## src/rtl/core/anxb_pkg.sv

```systemverilog
// Shared types and constants for the Annex B NAL splitter.
// Used by every module of the block.
`timescale 1ns / 1ps
`default_nettype none

package anxb_pkg;

   localparam int unsigned QUEUE_DEPTH = 2;
   localparam int unsigned WINDOW_LEN  = 4;
   localparam int unsigned HELD_MAX    = 3;

   typedef struct packed {
      logic [7:0] data_byte;
      logic       packet_end;
   } req_payload_type;

   typedef struct packed {
      logic [7:0] out_byte;
      logic       nal_first;
      logic       packet_done;
      logic       run_last;
   } rsp_payload_type;

   // Results caused by one input item, packed from slot 0 up.
   typedef struct packed {
      logic [WINDOW_LEN-1:0][7:0] bytes;
      logic [WINDOW_LEN-1:0]      first;
      logic [1:0]                 last_idx;
      logic                       pkt_end;
   } nal_entry_type;

   typedef struct packed {
      logic          valid;
      nal_entry_type entry;
   } queue_slot_type;

endpackage

`default_nettype wire

```

## src/rtl/core/anxb_stream_if.sv

```systemverilog
// Valid/ready stream channel with a typed payload.
// Payload types come from anxb_pkg.
`timescale 1ns / 1ps
`default_nettype none

interface anxb_stream_if #(
   parameter type payload_type = logic
);
   logic        valid;
   logic        ready;
   payload_type payload;

   modport source (output valid, output payload, input ready);
   modport sink (input valid, input payload, output ready);
endinterface

`default_nettype wire

```

## src/rtl/core/anxb_front.sv

```systemverilog
// Front end: lookahead store and start-code judging, at most one entry per item.
// Depends on anxb_pkg.
`timescale 1ns / 1ps
`default_nettype none

module anxb_front
   import anxb_pkg::*;
(
   input  wire logic            clock,
   input  wire logic            reset,
   input  wire logic            req_valid,
   input  wire req_payload_type req_payload,
   output logic                 req_ready,
   input  wire logic            queue_full,
   output queue_slot_type       push
);

   logic [7:0] look_ff [0:HELD_MAX-1];
   logic [7:0] look_in [0:HELD_MAX-1];
   logic [1:0] held_ff, held_in;
   logic       inside_ff, inside_in;
   logic [1:0] code_left_ff, code_left_in;

   logic [7:0]    win [0:2*WINDOW_LEN-2];
   logic [2:0]    n_known;
   logic [2:0]    judge_cnt;
   logic [2:0]    k_known;
   logic [2:0]    res_cnt;
   logic [1:0]    cl;
   logic          ins;
   logic          emit;
   logic          is_first;
   logic          accept;
   nal_entry_type entry;

   assign req_ready = !queue_full;
   assign accept    = req_valid && req_ready;

   always_comb begin
      for (int i = 0; i < 2*WINDOW_LEN-1; i++) begin
         win[i] = 8'd0;
      end
      for (int i = 0; i < HELD_MAX; i++) begin
         if (2'(i) < held_ff) begin
            win[i] = look_ff[i];
         end
      end
      win[{1'b0, held_ff}] = req_payload.data_byte;
      n_known   = {1'b0, held_ff} + 3'd1;
      judge_cnt = req_payload.packet_end ? n_known :
                  ((held_ff == 2'(HELD_MAX)) ? 3'd1 : 3'd0);

      cl       = code_left_ff;
      ins      = inside_ff;
      res_cnt  = 3'd0;
      entry    = '0;
      k_known  = 3'd0;
      emit     = 1'b0;
      is_first = 1'b0;
      for (int i = 0; i < WINDOW_LEN; i++) begin
         k_known = req_payload.packet_end ? (n_known - 3'(i)) : 3'(WINDOW_LEN);
         if (3'(i) < judge_cnt) begin
            emit     = 1'b0;
            is_first = 1'b0;
            if (cl != 2'd0) begin
               emit = 1'b1;
               cl   = cl - 2'd1;
            end else if (k_known >= 3'd4 && win[i] == 8'd0 && win[i+1] == 8'd0 &&
                         win[i+2] == 8'd0 && win[i+3] == 8'd1) begin
               emit     = 1'b1;
               is_first = 1'b1;
               ins      = 1'b1;
               cl       = 2'd3;
            end else if (k_known >= 3'd3 && win[i] == 8'd0 && win[i+1] == 8'd0 &&
                         win[i+2] == 8'd1) begin
               emit     = 1'b1;
               is_first = 1'b1;
               ins      = 1'b1;
               cl       = 2'd2;
            end else begin
               emit = ins;
            end
            if (emit) begin
               entry.bytes[res_cnt[1:0]] = win[i];
               entry.first[res_cnt[1:0]] = is_first;
               res_cnt                   = res_cnt + 3'd1;
            end
         end
      end
      entry.last_idx = res_cnt[1:0] - 2'd1;
      entry.pkt_end  = req_payload.packet_end;
   end

   assign push.valid = accept && (res_cnt != 3'd0);
   assign push.entry = entry;

   always_comb begin
      look_in      = look_ff;
      held_in      = held_ff;
      inside_in    = inside_ff;
      code_left_in = code_left_ff;
      if (accept) begin
         if (req_payload.packet_end) begin
            for (int i = 0; i < HELD_MAX; i++) begin
               look_in[i] = 8'd0;
            end
            held_in      = 2'd0;
            inside_in    = 1'b0;
            code_left_in = 2'd0;
         end else if (held_ff != 2'(HELD_MAX)) begin
            look_in[held_ff] = req_payload.data_byte;
            held_in          = held_ff + 2'd1;
         end else begin
            for (int i = 0; i < HELD_MAX; i++) begin
               look_in[i] = win[i+1];
            end
            inside_in    = ins;
            code_left_in = cl;
         end
      end
   end

   always_ff @(posedge clock) begin
      look_ff <= look_in;
      if (reset) begin
         held_ff      <= 2'd0;
         inside_ff    <= 1'b0;
         code_left_ff <= 2'd0;
      end else begin
         held_ff      <= held_in;
         inside_ff    <= inside_in;
         code_left_ff <= code_left_in;
      end
   end

endmodule

`default_nettype wire

```

## src/rtl/core/anxb_queue.sv

```systemverilog
// Short register queue of result entries between front and back end.
// Depends on anxb_pkg.
`timescale 1ns / 1ps
`default_nettype none

module anxb_queue
   import anxb_pkg::*;
#(
   parameter int unsigned Depth = QUEUE_DEPTH
)(
   input  wire logic           clock,
   input  wire logic           reset,
   input  wire queue_slot_type push,
   input  wire logic           pop,
   output logic                full,
   output queue_slot_type      head
);

   localparam int unsigned PtrW = $clog2(Depth);
   localparam int unsigned CntW = $clog2(Depth + 1);

   nal_entry_type    slot_ff [0:Depth-1];
   logic [PtrW-1:0]  wr_ptr_ff, wr_ptr_in;
   logic [PtrW-1:0]  rd_ptr_ff, rd_ptr_in;
   logic [CntW-1:0]  count_ff, count_in;
   logic             do_push;
   logic             do_pop;

   assign full       = (count_ff == CntW'(Depth));
   assign head.valid = (count_ff != '0);
   assign head.entry = slot_ff[rd_ptr_ff];

   assign do_push = push.valid && !full;
   assign do_pop  = pop && head.valid;

   always_comb begin
      wr_ptr_in = wr_ptr_ff;
      rd_ptr_in = rd_ptr_ff;
      count_in  = count_ff;
      if (do_push) begin
         wr_ptr_in = (wr_ptr_ff == PtrW'(Depth - 1)) ? '0 : wr_ptr_ff + 1'b1;
      end
      if (do_pop) begin
         rd_ptr_in = (rd_ptr_ff == PtrW'(Depth - 1)) ? '0 : rd_ptr_ff + 1'b1;
      end
      if (do_push && !do_pop) begin
         count_in = count_ff + 1'b1;
      end else if (do_pop && !do_push) begin
         count_in = count_ff - 1'b1;
      end
   end

   always_ff @(posedge clock) begin
      if (do_push) begin
         slot_ff[wr_ptr_ff] <= push.entry;
      end
      if (reset) begin
         wr_ptr_ff <= '0;
         rd_ptr_ff <= '0;
         count_ff  <= '0;
      end else begin
         wr_ptr_ff <= wr_ptr_in;
         rd_ptr_ff <= rd_ptr_in;
         count_ff  <= count_in;
      end
   end

endmodule

`default_nettype wire

```

## src/rtl/core/anxb_back.sv

```systemverilog
// Back end: walks the head entry one result per transfer.
// Depends on anxb_pkg.
`timescale 1ns / 1ps
`default_nettype none

module anxb_back
   import anxb_pkg::*;
(
   input  wire logic           clock,
   input  wire logic           reset,
   input  wire queue_slot_type head,
   output logic                pop,
   output logic                rsp_valid,
   output rsp_payload_type     rsp_payload,
   input  wire logic           rsp_ready
);

   logic [1:0] idx_ff, idx_in;
   logic       at_last;

   assign at_last   = (idx_ff == head.entry.last_idx);
   assign rsp_valid = head.valid;
   assign pop       = head.valid && rsp_ready && at_last;

   assign rsp_payload.out_byte    = head.entry.bytes[idx_ff];
   assign rsp_payload.nal_first   = head.entry.first[idx_ff];
   assign rsp_payload.packet_done = at_last && head.entry.pkt_end;
   assign rsp_payload.run_last    = at_last;

   always_comb begin
      idx_in = idx_ff;
      if (head.valid && rsp_ready) begin
         idx_in = at_last ? 2'd0 : idx_ff + 2'd1;
      end
   end

   always_ff @(posedge clock) begin
      if (reset) begin
         idx_ff <= 2'd0;
      end else begin
         idx_ff <= idx_in;
      end
   end

endmodule

`default_nettype wire

```

## src/rtl/core/annexb_nal_splitter.sv

```systemverilog
// Top level of the Annex B NAL splitter: front end, result queue, back end.
// Depends on anxb_pkg, anxb_stream_if, anxb_front, anxb_queue, anxb_back.
//
//   channel    dir  payload                                         handshake
//   req_chan   in   data_byte[7:0], packet_end                      valid/ready
//   rsp_chan   out  out_byte[7:0], nal_first, packet_done, run_last valid/ready
//
// One byte is taken per cycle while the result queue has room.
// Results are registered in the result queue before they show on rsp_chan.
// A packet-end byte gives up to four results, one per cycle from the back end while rsp_chan is ready.
// Synchronous reset clears lookahead fill and start-code state, queue pointers and back-end index.
// Output stalls fill the queue; req_chan.ready drops only when it is full.
`timescale 1ns / 1ps
`default_nettype none

module annexb_nal_splitter
   import anxb_pkg::*;
#(
   parameter int unsigned QueueDepth = QUEUE_DEPTH
)(
   input  wire logic     clock,
   input  wire logic     reset,
   anxb_stream_if.sink   req_chan,
   anxb_stream_if.source rsp_chan
);

   queue_slot_type  push;
   queue_slot_type  head;
   logic            queue_full;
   logic            pop;
   req_payload_type req_payload;
   rsp_payload_type rsp_payload;

   assign req_payload      = req_chan.payload;
   assign rsp_chan.payload = rsp_payload;

   anxb_front u_front (
      .clock       (clock),
      .reset       (reset),
      .req_valid   (req_chan.valid),
      .req_payload (req_payload),
      .req_ready   (req_chan.ready),
      .queue_full  (queue_full),
      .push        (push)
   );

   anxb_queue #(
      .Depth (QueueDepth)
   ) u_queue (
      .clock (clock),
      .reset (reset),
      .push  (push),
      .pop   (pop),
      .full  (queue_full),
      .head  (head)
   );

   anxb_back u_back (
      .clock       (clock),
      .reset       (reset),
      .head        (head),
      .pop         (pop),
      .rsp_valid   (rsp_chan.valid),
      .rsp_payload (rsp_payload),
      .rsp_ready   (rsp_chan.ready)
   );

endmodule

`default_nettype wire
```

## src/flat_wrapper.sv

```systemverilog
// flat-port wrapper written by rule: the top's interface ports become plain ports
module annexb_nal_splitter_flat import anxb_pkg::*;
#(
   parameter int unsigned QueueDepth = QUEUE_DEPTH
)
  (clock, reset, req_chan_valid, req_chan_payload, req_chan_ready, rsp_chan_valid, rsp_chan_payload, rsp_chan_ready);
  anxb_stream_if req_chan_i ();
  anxb_stream_if rsp_chan_i ();
  input  wire logic clock;
  input  wire logic reset;
  input wire logic [$bits(req_chan_i.valid)-1:0] req_chan_valid;
  input wire logic [$bits(req_chan_i.payload)-1:0] req_chan_payload;
  output wire logic [$bits(req_chan_i.ready)-1:0] req_chan_ready;
  output wire logic [$bits(rsp_chan_i.valid)-1:0] rsp_chan_valid;
  output wire logic [$bits(rsp_chan_i.payload)-1:0] rsp_chan_payload;
  input wire logic [$bits(rsp_chan_i.ready)-1:0] rsp_chan_ready;
  assign req_chan_i.valid = req_chan_valid;
  assign req_chan_i.payload = req_chan_payload;
  assign req_chan_ready = req_chan_i.ready;
  assign rsp_chan_valid = rsp_chan_i.valid;
  assign rsp_chan_payload = rsp_chan_i.payload;
  assign rsp_chan_i.ready = rsp_chan_ready;
  annexb_nal_splitter #(.QueueDepth(QueueDepth)) u_core (.clock(clock), .reset(reset), .req_chan(req_chan_i), .rsp_chan(rsp_chan_i));
endmodule
```

## config.mk

```make
export PLATFORM = sky130hd
export DESIGN_NAME = annexb_nal_splitter_flat
export DESIGN_NICKNAME = d
export VERILOG_FILES = /design/src/rtl/core/anxb_pkg.sv /design/src/rtl/core/anxb_stream_if.sv /design/src/rtl/core/anxb_front.sv /design/src/rtl/core/anxb_queue.sv /design/src/rtl/core/anxb_back.sv /design/src/rtl/core/annexb_nal_splitter.sv /design/src/flat_wrapper.sv
export SDC_FILE = /design/constraint.sdc
export NUM_CORES = 1
export LEC_CHECK = 0
export BUFFER_PORTS_ARGS = -buffer_cell sky130_fd_sc_hd__buf_2
export CAP_MARGIN = 30
export CORE_MARGIN = 4
export CORE_UTILIZATION = 60
export CTS_CLUSTER_SIZE = 12
export DETAILED_ROUTE_END_ITERATION = 8
export GPL_ROUTABILITY_DRIVEN = 0
export PLACE_DENSITY = 0.77
export SLEW_MARGIN = 20
export SYNTH_ARGS = -nofsm -noshare
export SYNTH_HDL_FRONTEND = slang
export SYNTH_HIERARCHICAL = 1
export SYNTH_SLANG_ARGS = --single-unit
```

## constraint.sdc

```tcl
create_clock -name clock -period 6.1 [get_ports clock]
set_input_delay 1.22 -clock clock [delete_from_list [all_inputs] [get_ports clock]]
set_output_delay 1.22 -clock clock [all_outputs]
set_load 0.1 [all_outputs]
```

==> results of run 1 <==
-- how the worst max path moves through the flow --
stage | startpoint | to | slack [ns]
6_report | u_core/u_front/held_ff[0]$_SDFFE_PP0P_ | u_core/u_queue/count_ff[1]$_SDFFE_PP0P_ | 0.74
5_1_grt | u_core/u_front/held_ff[0]$_SDFFE_PP0P_ | u_core/u_queue/count_ff[1]$_SDFFE_PP0P_ | 0.19
4_1_cts | u_core/u_front/held_ff[0]$_SDFFE_PP0P_ | u_core/u_queue/count_ff[1]$_SDFFE_PP0P_ | 0.72
3_5_place_dp | req_chan_payload | u_core/u_queue/count_ff[1]$_SDFFE_PP0P_ | 0.69
3_3_place_gp | u_core/u_front/held_ff[0]$_SDFFE_PP0P_ | u_core/u_queue/count_ff[1]$_SDFFE_PP0P_ | 0.86
2_1_floorplan | u_core/u_front/held_ff[1]$_SDFFE_PP0P_ | u_core/u_queue/count_ff[1]$_SDFFE_PP0P_ | 0.83
-- per-stage QoR --
step	power [mW]	util, %
2_1_floorplan	0.366	-
3_3_place_gp	0.380	63.7
3_5_place_dp	0.381	63.7
4_1_cts	0.617	66.4
5_1_grt	0.640	66.4
6_report	0.616	66.4
-- per-layer routing --
metal	GRT usage (%)	routed length, um	vias to the layer above
li1	-	-	1181
met1	30.4	3010	1083
met5	0	0	-
met3	3.67	284	17
met4	7.17	158	0
met2	33.3	2700	73
-- area by class of cell --
cell class	instances	area, um^2	share of cell area [%]
Clock buffer	7	96.3	3.05
Clock inverter	1	30.0	0.951
Inverter	11	41.3	1.31
Multi-Input combinational cell	267	1740	55.0
Sequential cell	40	1080	34.2
Tap cell	67	83.8	2.66
Timing Repair Buffer	14	87.6	2.77
-- where the power goes --
part | switching [mW] | total (mW) | internal (mW)
clock network | 0.0930 | 0.237 | 0.144
logic | 0.0404 | 0.0678 | 0.0274
registers | 0.00763 | 0.311 | 0.303
total | 0.141 | 0.616 | 0.475
-- worst max-delay path, delay by kind of cell, from the launching register on --
family                   cells  cell delay (ns)
multiplexers                 2             0.57
XOR/XNOR                     1             0.14
AND/OR/NAND/NOR              6             1.45
adder cells (fa/ha/maj)      5             1.38
flip-flops                   1             0.37
AO/OA/AOI/OAI                6             1.05
buffers and inverters        3             0.31
-- flip-flops by register name, indices dropped and copies added (netlist names), named ones only --
| name | flops |
|---|---|
| u_core/u_queue/wr_ptr_ff | 1 |
| u_core/u_queue/slot_ff | 4 |
| u_core/u_front/code_left_ff | 2 |
| u_core/u_front/inside_ff | 1 |
| u_core/u_front/held_ff | 2 |
| u_core/u_front/look_ff | 24 |
| u_core/u_back/idx_ff | 2 |
| u_core/u_queue/rd_ptr_ff | 1 |
| u_core/u_queue/count_ff | 2 |
-- cell usage in the layout (no fill, tap or decap), types with 3 or more instances in the layout --
cell type   n
and2_1      5
edfxtp_1   28
mux2_2     17
conb_1     21
nor4_1      4
a211oi_1    3
clkbuf_8    7
or4_1       4
a22oi_1     4
a22o_1      8
or3_1       4
xor2_1      6
a21oi_1    27
mux2i_1    17
nor3b_1     3
nand2_1    24
ha_1       12
o21ai_0    21
buf_4       7
nand3_1     3
nand4_1     3
inv_1      10
buf_2       7
nor2_1     41
nor3_1      5
dfxtp_1    12
==> results by group, run 1 <==
Outcome
  • Outcome: complete, no violations

Hold path
  • Hold Crit Class: register to register
  • Worst hold path endpoint: u_core/u_queue/wr_ptr_ff$_SDFFE_PP0P_
  • Hold wc startpoint: u_core/u_queue/wr_ptr_ff$_SDFFE_PP0P_
  • Hold path depth: 2

Synthesis
  • Synth Warn #: 6
  • Average size of a mapped cell: 8.90 um^2
  • Gate Count Post-Synth: 332
  • Syn Std Cell Area: 2950 um^2

Place
  • HPWL after DPL: 4.31 mm
  • IO buf count: 7
  • Worst slack at placement: 0.685 ns
  • Post-Place Cells: 399
  • DP Area: 3030 um^2

Detailed routing
  • Initial drt markers: 183
  • WL per Instance: about 15 um
  • Via density: approximately 5.8
  • Residual DRC: 0
  • First-pass DRT Iterations: 4
  • DR vias: 2354
  • Routed wire length: 6.16 mm
  • ANT nets after route: 0

Floorplan
  • Die Wd: just under 80 um
  • Initial Utilization: between 60% and 70%
  • Core footprint: 4750 um^2
  • DIE HEIGHT: just under 80 um
  • Io pins: 8
  • Die area: 6110 um^2
  • Row count: 25

Clocking
  • Postcts setup bufs: 0
  • Worst-path clk slew: approximately 0.080 ns
  • CTS tree: built
  • CTS root buf: clkbuf_8
  • Number of buffers inserted by hold repair at cts: 0
  • Clock Latency Late Sink: 0.29 ns
  • Max Root-Sink Buffers: 2
  • Post_cts resized: 0
  • Cts bufs inserted: 5
  • Clock Sinks: 40
  • CTS H-tree depth: 2

Layout
  • Antenna Cells: 0
  • Fill cells: 397
  • Fin nets: about 360
  • Synth-to-Final Area Change: 6.86%
  • Post-route insts no fill: a little over 400
  • Final Cell Area: 3160 um^2
  • Layout cell share with drive strength beyond 1: 13.8%

Timing
  • Hold_ws: 0.501 ns
  • RSZ-0062 raised after global routing: no
  • Setup Skew: between 0.006 and 0.007 ns
  • Setup_tns: 0 ns
  • Max Slew Vio Count: 0
  • Worst rel slew slack: approximately half
  • Final hold viol count: 0
  • Fin crit share: 87.8%
  • Peak Freq: 187 MHz
  • Minimum clock period: roughly 5.4 ns
  • Final WS setup: 0.742 ns
  • Final setup fails: 0
  • Least-Margin Pin Slew: 0.750 ns

Worst setup path
  • Critical path endpoint category: register
  • Worst Reg2Reg Path Length in Cells: 23
  • CP required: between 6 and 7 ns
  • Crit Path Class: register to register
  • Worst path most repeated cell: ha_1
  • R2R Setup Slk: 0.74 ns
  • CP max stage delay: 0.51 ns
  • Critical Path, Cell by Cell: inv_1 -> ha_1 -> mux2_2 -> or4_1 -> a211oi_1 -> a31oi_1 -> or2_2 -> clkinv_1 -> ha_1 -> nand2_1 -> o31ai_1 -> ha_1 -> mux2i_1 -> ha_1 -> and3_1 -> o31a_1 -> xor2_1 -> a21oi_1 -> inv_1 -> nor2_1 -> ha_1 -> or3_1 -> a21oi_1
  • Crit-path slowest cell: or4_1
  • CP arrival: 5.59 ns
  • Worst R2R Start: u_core/u_front/held_ff[0]$_SDFFE_PP0P_
  • FF-to-FF End: u_core/u_queue/count_ff[1]$_SDFFE_PP0P_
  • CP Max Fanout: 6
  • Startpoint Class: register

GRT
  • Pin count of the biggest net entering global routing: 37
  • Antenna violations before repair: 0
  • Total global-route track usage: approximately 21%
  • First-pass GRT wire length: 10.6 mm
  • Remaining global-route overflow: 0
  • Vias in the first global route: 2216

Job
  • Max_cap viols: 0

Pwr
  • Power per cell area: slightly below 200 nW/um^2
  • P_leak: 1.27 nW
  • Worst VDD drop: 0.140 mV
Power figures use the tool's default switching activity.
==> run 2, diff against run 1 <==
--- a/config.mk
+++ b/config.mk
@@ -8,13 +8,13 @@
 export BUFFER_PORTS_ARGS = -buffer_cell sky130_fd_sc_hd__buf_2
 export CAP_MARGIN = 30
 export CORE_MARGIN = 4
-export CORE_UTILIZATION = 60
+export CORE_UTILIZATION = 55
 export CTS_CLUSTER_SIZE = 12
 export DETAILED_ROUTE_END_ITERATION = 8
 export GPL_ROUTABILITY_DRIVEN = 0
-export PLACE_DENSITY = 0.77
+export PLACE_DENSITY = 0.73
 export SLEW_MARGIN = 20
 export SYNTH_ARGS = -nofsm -noshare
 export SYNTH_HDL_FRONTEND = slang
-export SYNTH_HIERARCHICAL = 1
 export SYNTH_SLANG_ARGS = --single-unit
+export TNS_END_PERCENT = 30
==> run 2 against run 1 <==
Net effect:
- synthesized area down 22%
- setup slack worse by 0.19 ns
- sequential share of layout area is 9.0 points higher
- utilization is 4.3 points lower
- wire length shrank 27%
- highest routed layer unchanged
==> results by group, run 2 <==
Timing
  • Minimum clock period: 5.55 ns (+0.190 ns)
  • Worst rel slew slack: 55.1% (+5.1 points)
  • Max Slew Vio Count: 0 (unchanged)
  • Least-Margin Pin Slew: 0.669 ns (-0.0817 ns)
  • Setup Skew: 0.00588 ns (-0.000257 ns)
  • Setup_tns: 0 ns (unchanged)
  • RSZ-0062 raised after global routing: no
  • Final setup fails: 0 (unchanged)
  • Final hold viol count: 0 (unchanged)
  • Peak Freq: 180 MHz (-3.4%)
  • Final WS setup: 0.552 ns (-0.190 ns)
  • Fin crit share: 91.0% (+3.1 points)

Layout
  • Antenna Cells: 0 (unchanged)
  • Most frequent cells in the layout: nor2_1 (31), edfxtp_1 (28), nand2_1 (18)
  • Regs by FF count: u_core.u_front.look_ff: 24 flops, u_core.u_queue.slot_ff: 4 flops
  • Commonest non-fill, non-tap cell in the layout: nor2_1
  • Fin nets: 252 (-29%)
  • Max reg flops: 24 (unchanged)
  • Post-layout util: 62.1% (-4.3 points)
  • Fill cells: 335 (-16%)
  • Synth-to-Final Area Change: 9.28%
  • Most flops, register: u_core.u_front.look_ff
  • Layout cell share with drive strength beyond 1: 12.7% (-1.2 points)

Pwr
  • Switching Power: 123 uW (-13%)
  • Worst VDD drop: 0.157 mV (+12%)
  • Clock share of power: 37.8% (-0.7 points)
  • Sw Ratio: 22.0% (-0.85 points)
  • Power per cell area: 223 nW/um^2 (+14%)
  • Logic pwr share: 6.8% (-4.2 points)
  • Int Power: 436 uW (-8.3%)
  • Flop pwr share: 55.4% (+4.9 points)
  • P_leak: 0.970 nW (-23%)

Place
  • IO buf count: 7 (unchanged)
  • Worst slack at placement: 0.278 ns (-0.407 ns)
  • HPWL after DPL: 3.28 mm (-24%)

Synthesis
  • Yosys reg bits: 40
  • Synthesized net count: 244
  • Post-synth top area share: between 30% and 40%
  • Sequential area share after synthesis: 47.2%
  • Top cells by area, synth: edfxtp_1 (37%), dfxtp_1 (10%), ha_1 (6.0%)
  • Gate Count Post-Synth: 228 (-31%)
  • Top cells by count, synth: nor2_1 (31), edfxtp_1 (28), nand2_1 (18)
  • Top_reg_cell synth: edfxtp_1
  • Most frequent cell after synthesis: nor2_1
  • Synth cell types: 52
  • Number of flops mapped to enable cells by yosys: 28
  • Syn Std Cell Area: 2290 um^2 (-22%)
  • Synth area leader: edfxtp_1
  • Synth Warn #: 0 (-6)
  • Asr flop ratio synth: 0%
  • Average size of a mapped cell: 10.0 um^2 (+13%)

Worst setup path
  • Critical path endpoint category: register
  • CP arrival: 5.78 ns (+0.19 ns)
  • Startpoint Class: register
  • CP required: 6.33 ns (about the same)
  • CP Max Fanout: 8 (+2)
  • R2R Setup Slk: 0.55 ns (-0.19 ns)
  • Crit Path Class: register to register

Outcome
  • Outcome: complete, no violations

Clocking
  • CTS root buf: clkbuf_8
  • CTS tree: built
  • Postcts setup bufs: 0 (unchanged)
  • CTS H-tree depth: 2 (unchanged)
  • Number of buffers inserted by hold repair at cts: 0 (unchanged)
  • Post_cts resized: 0 (unchanged)
  • Max Root-Sink Buffers: 2 (unchanged)
  • Clock Latency Late Sink: 0.29 ns (about the same)
  • Worst-path clk slew: 0.08 ns (about the same)
  • Clock Sinks: 40 (unchanged)
  • Cts bufs inserted: 5 (unchanged)

Floorplan
  • Die area: 5260 um^2 (-14%)
  • Row count: 23 (-8.0%)
  • Io pins: 8 (unchanged)
  • Die Wd: 72.5 um (-7.2%)
  • Initial Utilization: 56.9% (-5.3 points)
  • DIE HEIGHT: 72.5 um (-7.2%)
  • Core footprint: 4030 um^2 (-15%)

Job
  • Max_cap viols: 0 (unchanged)

Detailed routing
  • Via density: 5.93 (+2.6%)
  • DR vias: 1703 (-28%)
  • First-pass DRT Iterations: 4 (unchanged)
  • Routed wire length: 4.49 mm (-27%)
  • Residual DRC: 0 (unchanged)
  • WL per Instance: 15.7 um (+3.5%)
  • ANT nets after route: 0 (unchanged)
  • Initial drt markers: 81 (-56%)

Hold path
  • Hold Crit Class: register to register

GRT
  • Vias in the first global route: 1580 (-29%)
  • First-pass GRT wire length: 7.58 mm (-28%)
  • Total global-route track usage: 19.1% (-2.3 points)
  • Pin count of the biggest net entering global routing: 26 (-30%)
  • Remaining global-route overflow: 0 (unchanged)
  • Antenna violations before repair: 0 (unchanged)
-- run 2: kinds of logic after synthesis --
family	count (synthesis)	share of synthesized area (%)
AOI/OAI and AO/OA	55	18.4
xor gates and xnor gates	7	3.00
adders and majority gates	11	6.01
buffers and inverters	21	3.71
DFF	40	47.2
muxes	5	2.40
and+or+nand+nor	89	19.3
-- run 2: area by class of cell --
type	count	area (um^2)	area share (%)
inverters	11	41.3	1.65
well taps	50	62.6	2.50
repair buffers	11	85.1	3.40
multi-input cells	167	1120	44.9
flip-flops and latches	40	1080	43.2
clock buffers	6	72.6	2.90
clock inverters	2	35.0	1.40
-- run 2: final timing paths --
check                                                       startpoint                                      end  cells after the start
worst max-delay path            u_core.u_front.held_ff[1]$_SDFFE_PP0P_  u_core.u_queue.count_ff[1]$_SDFFE_PP0P_                     23
worst min-delay path             u_core.u_queue.rd_ptr_ff$_SDFFE_PP0P_    u_core.u_queue.rd_ptr_ff$_SDFFE_PP0P_                      2
worst max register to register  u_core.u_front.held_ff[1]$_SDFFE_PP0P_  u_core.u_queue.count_ff[1]$_SDFFE_PP0P_                     23
worst min register to register   u_core.u_queue.rd_ptr_ff$_SDFFE_PP0P_    u_core.u_queue.rd_ptr_ff$_SDFFE_PP0P_                      2
-- run 2: stage by stage --
step / hold WS [ns] / power [mW] / instances / instance area (um^2)
2_1_floorplan: 0.467 / 0.339 / 228 / 2290
3_3_place_gp: 0.489 / 0.351 / 278 / 2370
3_5_place_dp: 0.502 / 0.353 / 279 / 2390
4_1_cts: 0.516 / 0.563 / 287 / 2500
5_1_grt: 0.548 / 0.577 / 287 / 2500
6_report: 0.515 / 0.559 / 287 / 2500
-- run 2: power groups by stage --
stage	Clock (mW)	Sequential, mW	Combinational [mW]
finish	0.211	0.310	0.0380
global route	0.224	0.311	0.0423
detailed placement	0	0.315	0.0380
floorplan	0	0.312	0.0272
CTS	0.216	0.309	0.0380
global placement	0	0.315	0.0352
-- run 2: layer usage --
layer,vias to the layer above,global-route usage [%],wire length (um)
met4,0,8.20,102
met5,-,0,0
met2,37,29.0,2090
met3,9,4.71,198
li1,853,-,-
met1,804,26.2,2100
-- run 2: worst max-delay path: stages, from the launching register on --
cell	delay (ns)
dfxtp_1	0.52
inv_1	0.18
ha_1	0.40
nand2b_1	0.19
a21oi_2	0.29
a211oi_1	0.12
a21o_4	0.25
a211o_1	0.27
ha_1	0.29
nand2_1	0.07
o41ai_1	0.07
a22oi_1	0.20
nand2_1	0.13
ha_1	0.31
inv_1	0.04
o211ai_1	0.22
ha_1	0.27
mux2i_1	0.16
ha_1	0.19
inv_1	0.04
o311a_2	0.43
ha_1	0.35
or3_1	0.35
a21oi_1	0.14
==> run 3, diff against run 2 <==
--- a/config.mk
+++ b/config.mk
@@ -8,11 +8,12 @@
 export BUFFER_PORTS_ARGS = -buffer_cell sky130_fd_sc_hd__buf_2
 export CAP_MARGIN = 30
 export CORE_MARGIN = 4
-export CORE_UTILIZATION = 55
+export CORE_UTILIZATION = 58
+export CTS_BUF_LIST = sky130_fd_sc_hd__clkbuf_8
 export CTS_CLUSTER_SIZE = 12
 export DETAILED_ROUTE_END_ITERATION = 8
 export GPL_ROUTABILITY_DRIVEN = 0
-export PLACE_DENSITY = 0.73
+export PLACE_DENSITY = 0.76
 export SLEW_MARGIN = 20
 export SYNTH_ARGS = -nofsm -noshare
 export SYNTH_HDL_FRONTEND = slang
==> run 3 against run 2 <==
Net effect:
- global-route usage shrank 0.38 points
- sequential share of layout area grew 0.17 points
- non-clock buffer count is the same
- wire length shrank 4.9%
- hold slack lost 0.016 ns
- critical path depth is the same
- combinational power shrank 3%
- via count shrank 0.23%
- sequential power is essentially flat
- critical path type unchanged
- largest power group unchanged
==> results by group, run 3 (synthesis results as in run 2) <==
Outcome
  • Outcome: complete, no violations

Floorplan
  • Core footprint: 3740 um^2 (-7.1%)
  • Die Wd: 70.9 um (-2.3%)
  • Row count: 22 (-4.3%)
  • Initial Utilization: 61.2% (+4.3 points)
  • Die area: 5020 um^2 (-4.6%)
  • Io pins: 8 (unchanged)
  • DIE HEIGHT: 70.9 um (-2.3%)

Detailed routing
  • Via density: 5.96 (+0.47%)
  • Routed wire length: 4.27 mm (-4.9%)
  • DR vias: 1699 (-0.23%)
  • Residual DRC: 0 (unchanged)
  • ANT nets after route: 0 (unchanged)
  • WL per Instance: 15.0 um (-4.2%)
  • Initial drt markers: 124 (+53%)
  • First-pass DRT Iterations: 4 (unchanged)

Job
  • Max_cap viols: 0 (unchanged)

Timing
  • Final hold viol count: 0 (unchanged)
  • Setup Skew: 0.00570 ns (-0.000186 ns)
  • Peak Freq: 179 MHz (-0.74%)
  • Worst rel slew slack: 51.0% (-4.1 points)
  • Setup_tns: 0 ns (unchanged)
  • Final setup fails: 0 (unchanged)
  • Fin crit share: 91.6% (+0.68 points)
  • Max Slew Vio Count: 0 (unchanged)
  • Hold_ws: 0.499 ns (-0.0155 ns)
  • RSZ-0062 raised after global routing: no
  • Least-Margin Pin Slew: 0.730 ns (+0.0612 ns)
  • Minimum clock period: 5.59 ns (+0.0413 ns)

Hold path
  • Hold wc startpoint: u_core.u_queue.count_ff[1]$_SDFFE_PP0P_
  • Hold path depth: 2 (unchanged)
  • Hold Crit Class: register to register
  • Worst hold path endpoint: u_core.u_queue.count_ff[1]$_SDFFE_PP0P_

Worst setup path
  • FF-to-FF End: u_core.u_queue.count_ff[1]$_SDFFE_PP0P_
  • CP Buf/Inv Count: 3 (unchanged)
  • R2R Setup Slk: 0.51 ns (-0.04 ns)
  • Critical path endpoint category: register
  • Critical Path, Cell by Cell: inv_1 -> ha_1 -> nor2b_1 -> o2111ai_1 -> a2111oi_4 -> or3b_1 -> a21oi_1 -> ha_1 -> nand2_1 -> o41ai_1 -> a22oi_1 -> nand2_1 -> ha_1 -> inv_1 -> o211ai_1 -> ha_1 -> mux2i_1 -> ha_1 -> inv_1 -> o311a_2 -> ha_1 -> or3_1 -> a21oi_1
  • Worst Reg2Reg Path Length in Cells: 23 (unchanged)
  • CP max stage delay: 0.49 ns (-0.03 ns)
  • Worst path most repeated cell: ha_1
  • Worst R2R Start: u_core.u_front.held_ff[0]$_SDFFE_PP0P_
  • Startpoint Class: register
  • Crit Path Class: register to register
  • CP arrival: 5.82 ns (+0.04 ns)
  • CP required: 6.33 ns (about the same)
  • Crit-path slowest cell: dfxtp_1
  • CP Max Fanout: 7 (-1)
  • Top Family by Delay on Critical Path: compound AO/OA/AOI/OAI gates
  • CP Launch Point: u_core.u_front.held_ff[0]$_SDFFE_PP0P_

Place
  • IO buf count: 7 (unchanged)
  • HPWL after DPL: 3.13 mm (-4.7%)
  • DP Area: 2380 um^2 (-0.63%)

Layout
  • Max reg flops: 24 (unchanged)
  • Final Cell Area: 2490 um^2 (-0.50%)
  • Regs by FF count: u_core.u_front.look_ff: 24 flops, u_core.u_queue.slot_ff: 4 flops
  • Commonest non-fill, non-tap cell in the layout: nor2_1
  • Fin nets: 252 (unchanged)
  • Post-layout util: 66.5% (+4.4 points)
  • Most flops, register: u_core.u_front.look_ff
  • Synth-to-Final Area Change: 8.74%
  • Most frequent cells in the layout: nor2_1 (31), edfxtp_1 (28), nand2_1 (18)
  • Layout cell share with drive strength beyond 1: 12.7% (unchanged)
  • Antenna Cells: 0 (unchanged)

Clocking
  • Clock Sinks: 40 (unchanged)
  • Max Root-Sink Buffers: 2 (unchanged)
  • Cts bufs inserted: 5 (unchanged)
  • Number of buffers inserted by hold repair at cts: 0 (unchanged)
  • Post_cts resized: 0 (unchanged)
  • Worst-path clk slew: 0.08 ns (about the same)
  • CTS root buf: clkbuf_8
  • Postcts setup bufs: 0 (unchanged)
  • CTS H-tree depth: 2 (unchanged)
  • CTS tree: built
  • Clock Latency Late Sink: 0.29 ns (about the same)

Pwr
  • Power per cell area: 223 nW/um^2 (-0.18%)
  • Worst VDD drop: 0.168 mV (+6.9%)
  • P_leak: 0.963 nW (-0.69%)
  • Design Power: 555 uW (-0.68%)

GRT
  • Total global-route track usage: 18.8% (-0.38 points)
  • Pin count of the biggest net entering global routing: 26 (unchanged)
  • Antenna violations before repair: 0 (unchanged)
  • Remaining global-route overflow: 0 (unchanged)
  • Vias in the first global route: 1526 (-3.4%)
  • First-pass GRT wire length: 7.41 mm (-2.3%)
run 3: cell count changes in the layout (fill, tap and decap cells not counted):
cell / previous run / this run
buf_16: 1 / 0
buf_8: 0 / 1
clkbuf_1: 1 / 0
clkinvlp_4: 0 / 1
dfxtp_1: 11 / 12
dfxtp_2: 1 / 0
run 3: worst max path at each step:
| stage | to | slack [ns] | cells after the start |
|---|---|---|---|
| after floorplan | u_core.u_queue.count_ff[1]$_SDFFE_PP0P_ | 0.58 | 22 |
| after global placement | u_core.u_queue.count_ff[1]$_SDFFE_PP0P_ | 0.45 | 22 |
| after detailed placement | u_core.u_queue.count_ff[1]$_SDFFE_PP0P_ | 0.31 | 22 |
| after CTS | u_core.u_queue.count_ff[1]$_SDFFE_PP0P_ | 0.47 | 23 |
| after global routing | u_core.u_queue.count_ff[1]$_SDFFE_PP0P_ | 0.08 | 23 |
| final | u_core.u_queue.count_ff[1]$_SDFFE_PP0P_ | 0.51 | 23 |
run 3: final cells by class:
cell class,instances,area [um^2]
Clock inverter,3,42.5
Timing Repair Buffer,11,72.6
Clock buffer,5,68.8
Inverter,11,41.3
Multi-Input combinational cell,167,1120
Tap cell,48,60.1
Fill cell,283,1250
Sequential cell,40,1080
run 3: worst min-delay path, cell delays in order, from the launching register on:
cell	delay [ns]
dfxtp_1	0.33
o21ai_0	0.07
a21oi_1	0.06
run 3: where the power goes:
part	switching [mW]	internal, mW
Clock	0.0884	0.121
Sequential	0.00850	0.301
Combinational	0.0238	0.0130
Total	0.121	0.434
run 3: metrics by stage:
stage	setup slack (ns)	instances
after floorplan	0.583	228
after global placement	0.446	276
after detailed placement	0.312	277
after CTS	0.472	285
after global routing	0.0809	285
final	0.511	285
run 3: metal layers:
metal | part of all wire (%) | up-vias | track usage, % | wire length, um
li1 | - | 848 | - | -
met1 | 48 | 789 | 28.2 | 2060
met2 | 44 | 51 | 26.1 | 1890
met3 | 5.3 | 11 | 4.26 | 226
met4 | 2.3 | 0 | 7.52 | 98
met5 | 0 | - | 0 | 0
